`src/rtl/core/lpf_pkg.sv`:
```
// Shared types and constants for the longest palindrome finder.
`timescale 1ns / 1ps

package lpf_pkg;

	localparam int MAX_LEN_DEF = 1024;

	localparam int CH_W     = 8;
	localparam int START_W  = 10;
	localparam int LENGTH_W = 11;

	typedef struct packed {
		logic [CH_W-1:0] ch;
		logic            ch_valid;
		logic            last;
	} chr_t;

	typedef struct packed {
		logic [START_W-1:0]  start_res;
		logic [LENGTH_W-1:0] length;
		logic                overflow;
	} res_t;

	// Search outcome handed from the sequencer to the top level.
	typedef struct packed {
		logic                valid;
		logic [START_W-1:0]  start_res;
		logic [LENGTH_W-1:0] length;
	} srch_done_t;

	// One-hot sequencer states.
	typedef enum logic [6:0] {
		S_IDLE = 7'b0000001,
		S_ITER = 7'b0000010,
		S_MIR  = 7'b0000100,
		S_EXP  = 7'b0001000,
		S_CMP  = 7'b0010000,
		S_FIN  = 7'b0100000,
		S_DONE = 7'b1000000
	} seq_state_t;

endpackage

```
`src/rtl/core/lpf_seq.sv`:
```
// Search sequencer: walks the interleaved string and expands each centre.
`timescale 1ns / 1ps

module lpf_seq
	import lpf_pkg::*;
#(
	parameter int MAX_LEN = MAX_LEN_DEF,
	parameter int CW      = $clog2(MAX_LEN + 1),
	parameter int AW      = (MAX_LEN > 1) ? $clog2(MAX_LEN) : 1,
	parameter int PW      = $clog2(2 * MAX_LEN + 3),
	parameter int RW      = $clog2(MAX_LEN + 2)
) (
	input  logic            clk,
	input  logic            arst_n,
	input  logic            start,
	input  logic [CW-1:0]   n,
	input  logic            done_ack,
	output logic            busy,
	output srch_done_t      done,
	// character store reads
	output logic            ch_rd_en,
	output logic [AW-1:0]   ch_rd_addr_a,
	output logic [AW-1:0]   ch_rd_addr_b,
	input  logic [CH_W-1:0] ch_rd_data_a,
	input  logic [CH_W-1:0] ch_rd_data_b,
	// radius store
	output logic            rad_wr_en,
	output logic [PW-1:0]   rad_wr_addr,
	output logic [RW-1:0]   rad_wr_data,
	output logic            rad_rd_en,
	output logic [PW-1:0]   rad_rd_addr,
	input  logic [RW-1:0]   rad_rd_data
);

	seq_state_t    state_q;
	logic [PW-1:0] top_q, i_q, re_q, rc_q, bc_q;
	logic [RW-1:0] r_q, br_q;

	logic [PW-1:0] mirror, span, k1, k2, i_plus_r, best_diff;
	logic [RW-1:0] mir_r;

	assign mirror   = PW'({rc_q, 1'b0} - {1'b0, i_q});
	assign span     = re_q - i_q;
	assign k1       = i_q + PW'(r_q);
	assign k2       = i_q - PW'(r_q);
	assign i_plus_r = k1;
	assign mir_r    = (PW'(rad_rd_data) < span) ? rad_rd_data : RW'(span);

	assign busy = (state_q != S_IDLE);

	// Character reads go out when both mirrored symbols are string bytes.
	assign ch_rd_en     = (state_q == S_EXP) && (PW'(r_q) <= i_q) &&
	                      (k1 < top_q) && !k1[0] && (k2 != '0);
	assign ch_rd_addr_a = AW'((k1 >> 1) - PW'(1));
	assign ch_rd_addr_b = AW'((k2 >> 1) - PW'(1));

	assign rad_rd_en   = (state_q == S_ITER) && (i_q < re_q);
	assign rad_rd_addr = mirror;

	assign rad_wr_en   = (state_q == S_FIN);
	assign rad_wr_addr = i_q;
	assign rad_wr_data = r_q;

	assign best_diff       = bc_q - PW'(br_q);
	assign done.valid      = (state_q == S_DONE);
	assign done.length     = (br_q != '0) ? LENGTH_W'(br_q - RW'(1)) : '0;
	assign done.start_res  = (bc_q >= PW'(br_q)) ? START_W'(best_diff >> 1) : '0;

	always_ff @(posedge clk or negedge arst_n) begin
		if (!arst_n) begin
			state_q <= S_IDLE;
			re_q    <= '0;
			rc_q    <= '0;
			bc_q    <= '0;
			br_q    <= '0;
		end else begin
			case (state_q)
				S_IDLE: begin
					if (start) begin
						top_q   <= PW'({n, 1'b0}) + PW'(2);
						i_q     <= PW'(1);
						re_q    <= '0;
						rc_q    <= '0;
						bc_q    <= '0;
						br_q    <= '0;
						state_q <= S_ITER;
					end
				end
				S_ITER: begin
					if (i_q < re_q) begin
						state_q <= S_MIR;
					end else begin
						r_q     <= RW'(1);
						state_q <= S_EXP;
					end
				end
				S_MIR: begin
					r_q     <= mir_r;
					state_q <= S_EXP;
				end
				S_EXP: begin
					// odd positions are separators on both sides; sentinels never match
					if (PW'(r_q) > i_q || k1 >= top_q) begin
						state_q <= S_FIN;
					end else if (k1[0]) begin
						r_q <= r_q + RW'(1);
					end else if (k2 == '0) begin
						state_q <= S_FIN;
					end else begin
						state_q <= S_CMP;
					end
				end
				S_CMP: begin
					if (ch_rd_data_a == ch_rd_data_b) begin
						r_q     <= r_q + RW'(1);
						state_q <= S_EXP;
					end else begin
						state_q <= S_FIN;
					end
				end
				S_FIN: begin
					if (i_plus_r > re_q) begin
						rc_q <= i_q;
						re_q <= i_plus_r;
					end
					if (r_q > br_q) begin
						br_q <= r_q;
						bc_q <= i_q;
					end
					if (i_q + PW'(1) == top_q) begin
						state_q <= S_DONE;
					end else begin
						i_q     <= i_q + PW'(1);
						state_q <= S_ITER;
					end
				end
				S_DONE: begin
					if (done_ack) begin
						state_q <= S_IDLE;
					end
				end
				default: begin
					state_q <= S_IDLE;
				end
			endcase
		end
	end

endmodule

```
`config.mk`:
```
export PLATFORM = sky130hd
export DESIGN_NAME = lpf_seq
export DESIGN_NICKNAME = d
export VERILOG_FILES = /design/src/rtl/core/lpf_pkg.sv /design/src/rtl/core/lpf_seq.sv
export SDC_FILE = /design/constraint.sdc
export NUM_CORES = 1
export LEC_CHECK = 0
export ABC_AREA = 1
export BUFFER_PORTS_ARGS = -buffer_cell sky130_fd_sc_hd__buf_2
export CORE_MARGIN = 1
export CORE_UTILIZATION = 41
export CTS_CLUSTER_SIZE = 10
export DETAILED_ROUTE_END_ITERATION = 7
export GPL_TIMING_DRIVEN = 0
export SLEW_MARGIN = 20
export SYNTH_ARGS = -nofsm -noshare
export SYNTH_HDL_FRONTEND = slang
export SYNTH_SLANG_ARGS = --single-unit
```
`constraint.sdc`:
```
create_clock -name clk -period 5.97 [get_ports clk]
set_clock_uncertainty 0.15 [all_clocks]
set_input_delay 0.2985 -clock clk [delete_from_list [all_inputs] [get_ports clk]]
set_output_delay 0.2985 -clock clk [all_outputs]
set_load 0.01 [all_outputs]
```
==> impl_metrics.yaml <==
job:
  cap_violations: 0
cells_and_area:
  final_util_pct: 48.0
  instances_no_fill: 1675
  drive_gt1_share_pct: 13.4
  antenna_cells: 0
  nets: 1547
  area_growth_pct: 14.4
synth:
  yosys-top-cells-count: "nand2_1, inv_1, nor2_1"
  async_flop_share_pct: 60.9
  ys_seq_area_share_pct: 26.5
  yosysMostFrequentCell: "nand2_1"
  synth-seq-cells: 87
  synthCells: 1260
  yosysTopAreaCell: "ha_1"
  synth_cell_types: 51
  syn_nets: 1412
  synth_area_leaders: "ha_1, dfrtp_1, nand2_1"
  ys_warn_count: 0
  synth_ff_type: "dfrtp_1"
  syn_area_um2: 8850
  syn_area_per_cell_um2: 7.03
  synth_top_area_share_pct: 14.8
  synth_enable_flop_cells: 34
floorplan:
  core_um2: 21100
  die_h_um: 149
  die_w_um: 149
  initial_core_util_pct: 42.0
  dieArea_um2: 22200
  placementRows: 53
  io_pins: 123
routing:
  avgViaCountPerCell: 5.18
  detail_route.wl_per_cell_um: 16.3
  first_pass_iters: 5
  drc_errors: 0
  postRouteAntennaNets: 0
  vias: 8682
  dr.first_iter.drc_count: 583
  routed_wl_mm: 27.4
clocking:
  postCtsResizedCells: 0
  clockBufferDepth: 2
  clk_latency_ns: 0.36
  clockRootBuffer: "clkbuf_16"
  tritoncts: "done"
  cts_made_buffers: 9
  cts.sinks: 87
  htree_num_levels: 3
  path_clk_slew_ns: 0.07
worst_setup_path:
  cp_top_family: "adder cells"
  crit_path_top_delay_cell: "edfxtp_1"
  start_kind: "register"
  worstPathRequired_ns: 5.52
  critPathMaxStageDelay_ns: 0.62
  cp_max_fo: 8
  arrival_ns: 4.08
  cpMostUsedCell: "nand2_1"
  r2r_slack_ns: 1.47
  path_class: "register to primary output"
  path_buf_inv: 4
  crit_chain: "ha_1, inv_1, nand2_1, nand2_1, a21oi_1, nand2_1, xor2_2, inv_1, ha_1, a21oi_1, o21ai_0, nand2_1, o211ai_1, nor2_1, nand2_1, nor2_1, nand2_1, inv_1, buf_2"
  endpoint_kind: "primary output"
timing:
  rsz0062_at_grt: "false"
  slew_viol_final: 0
  hold_violations: 0
  fin_crit_sh_pct: 75.8
  fin_crit_ns: 4.52
  max_freq_ghz: 0.221
  finalSetupViolCount: 0
  slew_headroom_pct: 42.4
  fin_tns_setup_ns: 0
  tightest_slew_ns: 0.861
global_routing:
  grt_antenna_before_repair: 0
  grt_pass1_vias: 8066
  grt_max_degree: 57
  grt_first_pass_wirelength_mm: 42.7
  grt_use_total_pct: 25.4
  grt_overflow: 0
pwr:
  p_int_mw: 1.78
  power_mw: 3.62
  seq_power_share_pct: 22.3
  combPwrFrac_pct: 62.1
  p_leak_nw: 5.25
  power_density_nw_per_um2: 358
  swShare_pct: 50.9
  p_clk_share_pct: 15.6
  p_sw_mw: 1.85
  ir_drop_v: 0.000189
placement:
  place_congestion: 0.943
  dp_hpwl_mm: 22.5
  port-buffer-count: 122
  dp.cells: 1658
outcome:
  status: "complete, no violations"
min_path:
  min_path_type: "input pin to register"
timing repair:
item	in CTS	in global routing
hold endpoints to repair	52	0
hold buffers	1	0
buffers inserted	0	0
sequential cells by signal, summed over array words and instances, names as in the netlist:
| name | flops |
|---|---|
| bc_q | 12 |
| rad_wr_addr | 12 |
| re_q | 12 |
| br_q | 11 |
| rad_wr_data | 11 |
| rc_q | 11 |
| top_q | 11 |
| state_q | 7 |
cell usage in the layout (no fill, tap or decap), drive strengths merged, types with 5 or more instances in the layout:
cell type	count
nand2	324
inv	187
buf	138
nor2	126
ha	105
nand3	88
o21ai	75
a21oi	72
dfrtp	52
xor2	51
edfxtp	34
nand4	31
xnor2	26
nor3	18
clkbuf	18
a31oi	6
nor4	6
o211ai	5
fa	5
area by class of cell:
type	count	area, um^2
repair buffers	124	631
plain buffers	23	130
clock buffers	10	250
clock inverters	6	38.8
multi-input cells	965	5690
flip-flops and latches	87	2350
well taps	275	344
inverters	185	694
fillers	2211	11000
through the flow:
stage / area (um^2) / hold WS [ns] / setup slack (ns)
floorplan: 8850 / -0.147 / 1.85
global placement: 9810 / 0.319 / 0.602
detailed placement: 9830 / 0.272 / 1.49
CTS: 10100 / 0.0411 / 1.44
global route: 10100 / 0.0612 / 1.14
finish: 10100 / 0.0510 / 1.45
logic make-up after synthesis:
group	after synthesis	synth area share, %
and+or+nand+nor	601	29.1
buffers and inverters	208	9.31
AOI/OAI and AO/OA	177	11.1
adders and majority gates	110	16.0
DFF	87	26.5
xor gates and xnor gates	77	8.00
worst paths after layout:
path	startpoint	to	depth (start not counted)
max	rad_wr_addr[6]$_SDFFCE_PN0P_	ch_rd_en	19
min	n[0]	top_q[1]$_DFFE_PP_	2
max reg2reg	rad_wr_addr[6]$_SDFFCE_PN0P_	rad_wr_data[1]$_DFFE_PP_	19
min reg2reg	bc_q[0]$_DFFE_PN0P_	bc_q[0]$_DFFE_PN0P_	2
max in group asynchronous	arst_n	state_q[5]$_DFFE_PN0P_	2
min in group asynchronous	arst_n	bc_q[1]$_DFFE_PN0P_	2
power by group through the flow:
stage          combinational, mW  clock, mW  sequential (mW)
3_5_place_dp                2.24          0            0.818
3_3_place_gp                2.21          0            0.818
2_1_floorplan               1.53          0            0.784
5_1_grt                     2.52      0.593            0.814
6_report                    2.25      0.567            0.809
4_1_cts                     2.26      0.574            0.807
per-layer routing:
metal / track usage, % / wire (um) / vias up
met5: 0 / 0 / -
met4: 11.2 / 1050 / 0
met3: 3.39 / 1390 / 50
met2: 42.9 / 13000 / 228
met1: 32.1 / 11900 / 3994
li1: - / - / 4410
Power figures use the tool's default switching activity.
